File: src/design/edd_pkg.sv
`default_nettype none

package edd_pkg;

  localparam int BYTE_W      = 8;
  localparam int RESULT_W    = 32;
  localparam int QUEUE_DEPTH = 4;
  localparam int QUEUE_AW    = 2;

  typedef struct packed {
    logic [BYTE_W-1:0] code;
    logic              zero_byte;
  } code_item_t;

  typedef struct packed {
    logic       valid;
    code_item_t item;
  } queue_head_t;

endpackage

`default_nettype wire

File: src/design/elias_delta_decoder_top.sv
// Elias delta decoder.
// Input channel: code_byte with code_valid/code_stall. A transaction moves one
// byte of the packed code stream, read most significant bit first.
// Output channel: decoded_value and last_of_byte with result_valid/result_stall.
// Each transaction carries one decoded number n (code word value n+1);
// last_of_byte marks the final number produced by an input byte.
// Bytes enter a 4-entry queue, at most one per cycle while it is not full; the
// decoder walks one bit per cycle unless a held result stalls it, except an
// all-zero byte that reaches an idle decoder while it counts leading zeros,
// which it consumes whole. Sustained rate is set by that bit-serial loop.
// An earlier result of a byte is presented at the edge that decodes the byte's
// next result; the last result is flagged final in the hold at the edge that
// decodes the byte's last bit and is presented once the output is free.
// Reset clears the queue, the decoder state and the output valid flag.
// A stalled result holds; while it stalls and another result waits in the
// one-deep hold, the decoder stops and the queue absorbs input until it fills.
`default_nettype none

module elias_delta_decoder_top #(
  parameter int VALUE_BITS = 32
) (
  input  wire logic                             clk,
  input  wire logic                             rst,
  input  wire logic [edd_pkg::BYTE_W-1:0]       code_byte,
  input  wire logic                             code_valid,
  output logic                                  code_stall,
  output logic [edd_pkg::RESULT_W-1:0]          decoded_value,
  output logic                                  last_of_byte,
  output logic                                  result_valid,
  input  wire logic                             result_stall
);

  edd_pkg::queue_head_t head;
  logic                 take;

  edd_front u_front (
    .clk        (clk),
    .rst        (rst),
    .code_byte  (code_byte),
    .code_valid (code_valid),
    .code_stall (code_stall),
    .head       (head),
    .take       (take)
  );

  edd_back #(
    .VALUE_BITS (VALUE_BITS)
  ) u_back (
    .clk           (clk),
    .rst           (rst),
    .head          (head),
    .take          (take),
    .decoded_value (decoded_value),
    .last_of_byte  (last_of_byte),
    .result_valid  (result_valid),
    .result_stall  (result_stall)
  );

endmodule

`default_nettype wire

File: src/design/edd_front.sv
`default_nettype none

module edd_front (
  input  wire logic                       clk,
  input  wire logic                       rst,
  input  wire logic [edd_pkg::BYTE_W-1:0] code_byte,
  input  wire logic                       code_valid,
  output logic                            code_stall,
  output edd_pkg::queue_head_t            head,
  input  wire logic                       take
);

  edd_pkg::code_item_t queue [edd_pkg::QUEUE_DEPTH];
  logic [edd_pkg::QUEUE_AW-1:0] wr_ptr;
  logic [edd_pkg::QUEUE_AW-1:0] rd_ptr;
  logic [edd_pkg::QUEUE_AW:0]   count;
  logic                         push;
  logic                         pop;

  assign code_stall = (count == (edd_pkg::QUEUE_AW+1)'(edd_pkg::QUEUE_DEPTH));
  assign push       = code_valid && !code_stall;
  assign pop        = take && head.valid;

  assign head.valid = (count != '0);
  assign head.item  = queue[rd_ptr];

  always_ff @(posedge clk) begin
    if (push) begin
      queue[wr_ptr].code      <= code_byte;
      queue[wr_ptr].zero_byte <= (code_byte == '0);
    end
  end

  always_ff @(posedge clk) begin
    if (rst) begin
      wr_ptr <= '0;
      rd_ptr <= '0;
      count  <= '0;
    end else begin
      if (push) wr_ptr <= wr_ptr + 1'b1;
      if (pop) rd_ptr <= rd_ptr + 1'b1;
      case ({push, pop})
        2'b10:   count <= count + 1'b1;
        2'b01:   count <= count - 1'b1;
        default: count <= count;
      endcase
    end
  end

  assert property (@(posedge clk) disable iff (rst)
    count <= (edd_pkg::QUEUE_AW+1)'(edd_pkg::QUEUE_DEPTH))
    else $error("queue count overflow");

  assert property (@(posedge clk) disable iff (rst)
    (push && !pop) |=> (count == $past(count) + 1'b1))
    else $error("queue count missed a push");

  assert property (@(posedge clk) disable iff (rst)
    take |-> head.valid)
    else $error("take from empty queue");

endmodule

`default_nettype wire

File: src/design/edd_back.sv
`default_nettype none

module edd_back #(
  parameter int VALUE_BITS = 32
) (
  input  wire logic                             clk,
  input  wire logic                             rst,
  input  wire edd_pkg::queue_head_t             head,
  output logic                                  take,
  output logic [edd_pkg::RESULT_W-1:0]          decoded_value,
  output logic                                  last_of_byte,
  output logic                                  result_valid,
  input  wire logic                             result_stall
);

  localparam logic [1:0] PH_ZEROS  = 2'd0;
  localparam logic [1:0] PH_LENGTH = 2'd1;
  localparam logic [1:0] PH_VALUE  = 2'd2;

  logic [1:0]                   phase, phase_next;
  logic [VALUE_BITS-1:0]        zero_count, zero_count_next;
  logic [VALUE_BITS-1:0]        length_left, length_left_next;
  logic [VALUE_BITS-1:0]        value_acc, value_acc_next;
  logic [edd_pkg::BYTE_W-1:0]   cur;
  logic [2:0]                   bit_idx;
  logic                         busy;
  logic                         pend_valid;
  logic                         pend_final;
  logic [edd_pkg::RESULT_W-1:0] pend_value;

  logic                         bit_in;
  logic                         last_bit;
  logic                         out_free;
  logic                         step;
  logic                         step_last;
  logic                         fast;
  logic                         emit;
  logic                         push;
  logic [VALUE_BITS-1:0]        res_w;
  logic [edd_pkg::RESULT_W-1:0] res32;
  logic [VALUE_BITS-1:0]        zc_dec;
  logic [VALUE_BITS-1:0]        ll_dec;
  logic [VALUE_BITS-1:0]        ll_shift;
  logic [VALUE_BITS-1:0]        ll_shift_dec;
  logic [VALUE_BITS-1:0]        va_shift;
  logic [VALUE_BITS-1:0]        va_dec;

  assign bit_in    = cur[edd_pkg::BYTE_W-1];
  assign last_bit  = (bit_idx == 3'd7);
  assign out_free  = !result_valid || !result_stall;
  assign step      = busy && (!pend_valid || out_free);
  assign step_last = step && last_bit;
  // all-zero byte while idle and counting zeros: consume it whole without walking its bits
  assign fast      = head.valid && !busy && (phase == PH_ZEROS) && head.item.zero_byte;
  assign take      = head.valid && (!busy || step_last);
  assign push      = out_free && pend_valid && ((step && emit) || pend_final);

  assign zc_dec       = zero_count - VALUE_BITS'(1);
  assign ll_dec       = length_left - VALUE_BITS'(1);
  assign ll_shift     = {length_left[VALUE_BITS-2:0], bit_in};
  assign ll_shift_dec = ll_shift - VALUE_BITS'(1);
  assign va_shift     = {value_acc[VALUE_BITS-2:0], bit_in};
  assign va_dec       = va_shift - VALUE_BITS'(1);

  generate
    if (VALUE_BITS >= edd_pkg::RESULT_W) begin : g_trunc
      assign res32 = res_w[edd_pkg::RESULT_W-1:0];
    end else begin : g_ext
      assign res32 = {{(edd_pkg::RESULT_W-VALUE_BITS){1'b0}}, res_w};
    end
  endgenerate

  always_comb begin
    phase_next       = phase;
    zero_count_next  = zero_count;
    length_left_next = length_left;
    value_acc_next   = value_acc;
    emit             = 1'b0;
    res_w            = '0;
    if (step) begin
      case (phase)
        PH_ZEROS: begin
          if (!bit_in) begin
            zero_count_next = zero_count + VALUE_BITS'(1);
          end else if (zero_count == '0) begin
            emit = 1'b1;
          end else begin
            phase_next       = PH_LENGTH;
            length_left_next = VALUE_BITS'(1);
          end
        end
        PH_LENGTH: begin
          zero_count_next = zc_dec;
          if (zc_dec == '0) begin
            phase_next       = PH_VALUE;
            value_acc_next   = VALUE_BITS'(1);
            length_left_next = ll_shift_dec;
          end else begin
            length_left_next = ll_shift;
          end
        end
        default: begin
          length_left_next = ll_dec;
          value_acc_next   = va_shift;
          if (ll_dec == '0) begin
            emit       = 1'b1;
            res_w      = va_dec;
            phase_next = PH_ZEROS;
          end
        end
      endcase
    end else if (fast) begin
      zero_count_next = zero_count + VALUE_BITS'(8);
    end
  end

  always_ff @(posedge clk) begin
    if (rst) begin
      phase       <= PH_ZEROS;
      zero_count  <= '0;
      length_left <= '0;
      value_acc   <= '0;
    end else begin
      phase       <= phase_next;
      zero_count  <= zero_count_next;
      length_left <= length_left_next;
      value_acc   <= value_acc_next;
    end
  end

  always_ff @(posedge clk) begin
    if (rst) begin
      busy    <= 1'b0;
      bit_idx <= '0;
    end else if (take && !fast) begin
      busy    <= 1'b1;
      bit_idx <= '0;
      cur     <= head.item.code;
    end else if (step) begin
      cur     <= {cur[edd_pkg::BYTE_W-2:0], 1'b0};
      bit_idx <= bit_idx + 3'd1;
      if (last_bit) busy <= 1'b0;
    end
  end

  // one-deep hold so the final result of a byte can be flagged
  always_ff @(posedge clk) begin
    if (rst) begin
      pend_valid <= 1'b0;
      pend_final <= 1'b0;
    end else if (step && emit) begin
      pend_valid <= 1'b1;
      pend_final <= last_bit;
      pend_value <= res32;
    end else if (push) begin
      pend_valid <= 1'b0;
      pend_final <= 1'b0;
    end else if (step_last && pend_valid) begin
      pend_final <= 1'b1;
    end
  end

  always_ff @(posedge clk) begin
    if (rst) begin
      result_valid <= 1'b0;
    end else if (push) begin
      result_valid  <= 1'b1;
      decoded_value <= pend_value;
      last_of_byte  <= pend_final;
    end else if (!result_stall) begin
      result_valid <= 1'b0;
    end
  end

  assert property (@(posedge clk) disable iff (rst)
    pend_final |-> pend_valid)
    else $error("final flag without held result");

  assert property (@(posedge clk) disable iff (rst)
    (step && emit && pend_valid) |-> push)
    else $error("held result overwritten");

  assert property (@(posedge clk) disable iff (rst)
    (step && !last_bit) |=> busy)
    else $error("byte dropped before its last bit");

  assert property (@(posedge clk) disable iff (rst)
    fast |-> (!busy && !step))
    else $error("zero byte shortcut while busy");

endmodule

`default_nettype wire

File: config.mk
export PLATFORM = sky130hd
export DESIGN_NAME = elias_delta_decoder_top
export DESIGN_NICKNAME = d
export VERILOG_FILES = /design/src/design/edd_pkg.sv /design/src/design/elias_delta_decoder_top.sv /design/src/design/edd_front.sv /design/src/design/edd_back.sv
export SDC_FILE = /design/constraint.sdc
export NUM_CORES = 1
export LEC_CHECK = 0
export CORE_UTILIZATION = 60
export CTS_CLUSTER_DIAMETER = 150
export CTS_CLUSTER_SIZE = 20
export DETAILED_ROUTE_END_ITERATION = 8
export DONT_BUFFER_PORTS = 1
export PLACE_DENSITY = 0.76
export SYNTH_ARGS = -nofsm -noshare
export SYNTH_HDL_FRONTEND = slang
export SYNTH_SLANG_ARGS = --single-unit
File: constraint.sdc
create_clock -name clk -period 16.1 [get_ports clk]
set_clock_uncertainty 0.05 [all_clocks]
set_input_delay 1.61 -clock clk [delete_from_list [all_inputs] [get_ports clk]]
set_output_delay 1.61 -clock clk [all_outputs]
set_load 0.01 [all_outputs]
After elaboration in Yosys (flattened, before gate mapping). Memory sizes are Yosys's and may differ from the RTL's. A register that Yosys moved wholly into a read port is not among the register bits. Cells that the tools add are included.

Logic and storage cells: 126. Memories kept: 1. Output and inout bits: 35. Memory bits (writable): 36. Bits of input ports: 12. Bits in registers: 184.

Memory list: u_front.queue (depth 4, bits a word 9, read ports 1, clocked after memory_dff 1, wr ports 1, RTL line edd_front.sv:13) `edd_pkg::code_item_t queue [edd_pkg::QUEUE_DEPTH];`.

Reduce and logical (&&, ||, !) cells: 46. Multiplexer cells: 37. Equality and inequality tests: 11. $add $sub $neg: 11. Bitwise gates (word level): 4.

Operators with widths (count): two-way mux 32 bit (6); case mux 32 bit (2 select lines) (2); subtractor 32 x 1 -> 32 bit (second input constant) (4); logical NOT 32 bit (3); case mux 31 bit (2 select lines) (1); adder 32 x 1 -> 32 bit (second input constant) (1); adder 32 x 4 -> 32 bit (second input constant) (1); two-way mux 31 bit (1); two-way mux 1 bit (16); two-way mux 8 bit (2); logical AND 1 bit (13); two-way mux 2 bit (6); nonzero test 2 bit (5); AND reduction 3 bit (3); nonzero test 3 bit (3); logical NOT 8 bit (1); AND reduction 2 bit (4); adder 3 x 1 -> 3 bit (second input constant) (2); == test 3 bit (second input constant) (2); logical NOT 1 bit (6); != test 2 x 1 -> 1 bit (second input constant) (3); != test 3 bit (second input constant) (2); case mux 3 bit (2 select lines) (1); AND reduction 5 bit (1); 12 further kinds (20).

Logic depth before layout (Yosys ltp).
Word-level depth: 10. Depth in mapped cells: 13. Gate-level depth less buffers: 10.

Hierarchy. Synthesis repeated with hierarchy kept, for this count alone.

Cells, all modules: 1254. Area total of the unflattened synthesis: 11661.2 sq um.

By module, submodules not included: edd_back (cells an instance 1152, area an instance 9872.0 sq um, times used 1, seq. area each 4274.1 sq um); edd_front (cells an instance 102, area an instance 1789.2 sq um, times used 1, seq. area each 1261.2 sq um).

Least setup slack after synthesis. OpenSTA, ideal clock, no wires.

Kind: input port to flip-flop. Start point: input port result_stall. End point: register u_back.decoded_value[0] (netlist name), enable pin. Buffers on the path: 1. Arrival time: 5.005 ns. Cell stages on the path: 8. Required time: 15.586 ns. Setup time: 0.464 ns. Slack: 10.581 ns. Cell sequence: nand3_1 -> and2_1 -> clkbuf_1 -> nand2_1 -> nor2_1 -> and4_1 -> nor2_1 -> nor3_1.

Word-level cells in the longest chain between the ends: 9. Elaborated cells on any way between the ends: 10. Those cells by class: mux (1); reduce/logical (9).

RTL lines: start: declaration (RTL line elias_delta_decoder_top.sv:30) `input wire logic result_stall`; logical NOT 1 bit (*) (RTL line edd_back.sv:50) `assign out_free = !result_valid || !result_stall;`; logical OR 1 bit (*) (RTL line edd_back.sv:50); logical OR 1 bit (RTL line edd_back.sv:51) `assign step = busy && (!pend_valid || out_free);`; logical AND 1 bit (RTL line edd_back.sv:51); two-way mux 1 bit (RTL line edd_back.sv:80) `if (step) begin`; logical AND 1 bit (RTL line edd_back.sv:56) `assign push = out_free && pend_valid && ((step && emit) || pend_final);`; logical OR 1 bit (RTL line edd_back.sv:56); logical AND 1 bit (*) (RTL line edd_back.sv:56); AND reduction 2 bit (no line) (*); end signal: assignment (RTL line edd_back.sv:168) `decoded_value <= pend_value;`; end: declaration (RTL line edd_back.sv:10) `output logic [edd_pkg::RESULT_W-1:0] decoded_value,`.

Mark *: on every way between the ends. The rest lies on a longest branch, timed or not. A chain may end at the register's enable or synchronous reset.

Worst setup path in the final report.
Start point: register u_back.length_left[2]. End point: register u_back.pend_value[0] (netlist name), enable pin.

Word-level cells in the longest chain between the ends: 7.

RTL lines: start: declaration (RTL line edd_back.sv:22) `logic [VALUE_BITS-1:0] length_left, length_left_next;`; start signal: assignment (RTL line edd_back.sv:126) `length_left <= length_left_next;`; subtractor 32 x 1 -> 32 bit (RTL line edd_back.sv:59) `assign ll_dec = length_left - VALUE_BITS'(1);`; logical NOT 32 bit (RTL line edd_back.sv:105) `if (ll_dec == '0) begin`; two-way mux 1 bit (RTL line edd_back.sv:105); case mux 1 bit (2 select lines) (RTL line edd_back.sv:81) `case (phase)`; two-way mux 1 bit (RTL line edd_back.sv:80); logical AND 1 bit (RTL line edd_back.sv:151) `end else if (step && emit) begin`; AND reduction 2 bit (no line); end signal: assignment (RTL line edd_back.sv:154) `pend_value <= res32;`; end: declaration (RTL line edd_back.sv:29) `logic [edd_pkg::RESULT_W-1:0] pend_value;`.

Every way passes these cells.

==> impl_metrics.csv <==
group,metric,value,unit
setup_path,worstPathMaxFanout,33,
setup_path,crit_buf_inv,2,
floorplan,die_area,21200,um2
power_and_ir_drop,p_per_area,169,nW/um2
sta,slew_violations,0,
synth,postSynthAreaPerCell,9.38,um2
sta,hold_slack,0.373,ns
clock_tree,numCtsBuffers,15,
setup_path,crit_type,"register to register",
sta,hold_viol,0,
synth,synth_seq_area_share,44.7,%
clock_tree,htree_levels,1,
synth,synthFlopType,"dfxtp_1",
power_and_ir_drop,ir_worst_vdd,0.0861,mV
floorplan,io-pin-count,47,
routing,routedWlPerCell,19.7,um
clock_tree,ctsHoldBuffers,0,
routing,drtIter0Drc,872,
cells_and_area,final_cell_mix,"nor2_1 (124), dfxtp_1 (113), edfxtp_1 (109)",
routing,wl,29.9,mm
synth,synth_area,12400,um2
routing,via_count,10100,
grt,track_usage,28.2,%
cells_and_area,fin_nets,1270,
floorplan,initial_core_util,61.2,%
routing,final_antenna_net_count,0,
clock_tree,clock-sinks,222,
routing,via_per_inst,6.66,
synth,synthDistinctLibCells,81,
sta,rsz0062_at_grt,"false",
setup_path,crit_family,"simple AND/OR/NAND/NOR gates",
floorplan,num_rows,52,
sta,fmaxAchievable,225,MHz
floorplan,die_y,146,um
placed_design,hpwl,19.8,mm
cells_and_area,final_common_cell,"nor2_1",
clock_tree,root_buffer,"clkbuf_16",
synth,ys_async_sr_fraction,0,%
synth,ys_seq_elements,222,
grt,grt_max_degree,80,
hold_path,worstHoldEndpoint,"u_back.decoded_value[5]$_DFFE_PP_",
clock_tree,ctsResizeCount,0,
floorplan,die_w,146,um
sta,max_slew_margin,20.8,%
cells_and_area,syn_to_final_growth,3.42,%
cells_and_area,n_antenna_cell,0,
grt,grt_remaining_overflow,0,
placed_design,dp_worst_setup_slack,11.66,ns
power_and_ir_drop,p_leak,0.00447,uW
setup_path,rr_endpoint,"u_back.pend_value[0]$_SDFFCE_PP0P_",
sta,setup-tns-final,0,ns
setup_path,start_kind,"register",
floorplan,coreArea,20200,um2
hold_path,hold_start,"u_back.pend_value[5]$_SDFFCE_PP0P_",
placed_design,gp_congestion,0.986,
setup_path,crit_required,16.18,ns
clock_tree,cts_tree,"yes",
setup_path,path_cells,"nor4_2 > nand4_1 > nor4_1 > xor2_1 > nor4b_1 > nand4_1 > buf_4 > and2_1 > nor2_2 > buf_4",
setup_path,cpPeakStageDelay,0.71,ns
setup_path,worst_setup_path_end_kind,"register",
grt,grt_pass1_vias,9296,
synth,yosysWarnings,0,
sta,min_period_over_period,27.6,%
setup_path,crit_slowest_cell,"nor4_1",
sta,tightest_slew,1.19,ns
setup_path,crit_arrival,4.52,ns
outcome,status,"completed",
grt,antenna_found_initial,1,
cells_and_area,drive_above_1_share,6.82,%
synth,syn_nets,1350,
placed_design,placement.io_buffers,0,
clock_tree,max-clock-path-buffers,3,
routing,drc,0,
sta,setup_ws,11.66,ns
job,maxCapViolations,0,
sta,fin_crit,4.44,ns
synth,synth_edf_count,109,
sta,finalSetupViolCount,0,
synth,syn_inst,1320,
cells_and_area,stdcell_count,1517,
clock_tree,path_clk_slew,0.09,ns
grt,grt_pass1_wl,48.7,mm
routing,drt-pass1-iter-count,7,
setup_path,r2r_cells,10,
setup_path,worst-r2r-setup-slack,11.66,ns
hold_path,hold-path-cell-count,0,
clock_tree,worstSkewPairLatency,0.51,ns
setup_path,timing.rr.start,"u_back.length_left[2]$_SDFFE_PP0P_",
placed_design,dp.cells,1493,
hold_path,hp-class,"register to register",
clock_tree,cts_setup_buffers,0,
cell type report:
type                            instances  area, um2
Clock buffer                           23        405
Tap cell                              270        338
Inverter                               31        116
Clock inverter                          1       20.0
Multi-Input combinational cell        958       6300
Timing Repair Buffer                   12       90.1
Fill cell                            1639       7430
Sequential cell                       222       5540
synthesized netlist by cell type, drive strengths merged (6+ instances only):
library cell | instances | area share, %
inv | 31 | 0.94
and4 | 8 | 0.57
nand4 | 34 | 1.9
a22oi | 20 | 1.2
o31a | 16 | 1.1
nor4 | 49 | 3.5
ha | 17 | 1.7
a22o | 31 | 2.2
nor3 | 66 | 3.1
nor2b | 6 | 0.30
and3 | 7 | 0.35
a221oi | 6 | 0.42
a21oi | 76 | 3.1
nand3 | 49 | 2.0
o21a | 7 | 0.42
o21ai | 70 | 2.8
xor2 | 26 | 1.8
edfxtp | 109 | 26
clkbuf | 81 | 2.5
nor2 | 127 | 3.9
nand2 | 80 | 2.4
nor4b | 7 | 0.55
and2 | 15 | 0.76
a31oi | 13 | 0.66
mux4 | 9 | 1.6
a21o | 8 | 0.49
dfxtp | 113 | 18
mux2 | 7 | 0.64
a41oi | 6 | 0.42
xnor2 | 49 | 3.5
or4 | 18 | 1.1
a211oi | 10 | 0.65
o31ai | 10 | 0.61
or3 | 33 | 1.7
buf | 28 | 1.2
nand2b | 12 | 0.61
o22ai | 9 | 0.45
worst register-to-register path, cell delays in order (launching register included):
cell	delay, ns
dfxtp_1	0.46
nor4_2	0.60
nand4_1	0.41
nor4_1	0.71
xor2_1	0.13
nor4b_1	0.54
nand4_1	0.15
buf_4	0.28
and2_1	0.23
nor2_2	0.09
buf_4	0.40
flip-flops by register name (all words and copies together), names as in the netlist, 2 cells and up, named ones only:
name and flops:
u_back.pend_value 32, u_back.length_left 32, u_back.zero_count 32, u_back.phase 2, u_back.cur 8, u_back.value_acc 31
u_back.decoded_value 32, u_back.bit_idx 3, u_front.rd_ptr 2, u_front.queue 36, u_front.wr_ptr 2, u_front.count 3
routing by layer:
| metal | GRT usage, % | share of wire [%] |
|---|---|---|
| met1 | 38.5 | 43 |
| met2 | 45.9 | 47 |
| met3 | 3.70 | 6.5 |
| met4 | 10.6 | 3.3 |
| met5 | 0 | 0.043 |
power breakdown:
part	internal, uW	leakage, uW	switching (uW)
clock network	178	0.000204	195
logic	374	0.00239	680
registers	662	0.00188	75.6
total	1210	0.00447	951
how the worst max path moves through the flow:
| stage | start | endpoint | slack (ns) | cells after the start |
|---|---|---|---|---|
| after CTS | u_back.length_left[2]$_SDFFE_PP0P_ | u_back.pend_value[23]$_SDFFCE_PP0P_ | 11.75 | 10 |
| after detailed placement | result_stall | u_back.cur[3]$_DFFE_PP_ | 11.66 | 7 |
| after global placement | result_stall | u_back.zero_count[27]$_SDFFE_PP0P_ | 11.79 | 8 |
| after global routing | u_back.length_left[2]$_SDFFE_PP0P_ | u_back.pend_value[22]$_SDFFCE_PP0P_ | 11.51 | 10 |
| final | u_back.length_left[2]$_SDFFE_PP0P_ | u_back.pend_value[0]$_SDFFCE_PP0P_ | 11.66 | 10 |
| after floorplan | result_stall | u_back.decoded_value[0]$_DFFE_PP_ | 10.58 | 8 |
stage by stage:
step           power (uW)  instance area, um2  utilization (%)
6_report             2160               12800             63.3
3_3_place_gp         1760               12400             61.2
5_1_grt              2300               12800             63.3
2_1_floorplan        1540               12400                -
3_5_place_dp         1770               12400             61.2
4_1_cts              2150               12800             63.3
logic make-up (layout without fill, tap and decap cells):
group                      count (synthesis)  after routing  share of synthesized area [%]
AOI/OAI and AO/OA                        318            318                           17.2
muxes                                     20             20                           2.60
buffers and inverters                    140             67                           4.62
xor gates and xnor gates                  75             75                           5.31
adders and majority gates                 18             18                           1.88
DFF                                      222            222                           44.7
and+or+nand+nor                          527            527                           23.7
No activity file was read; power rests on OpenSTA's default activity.
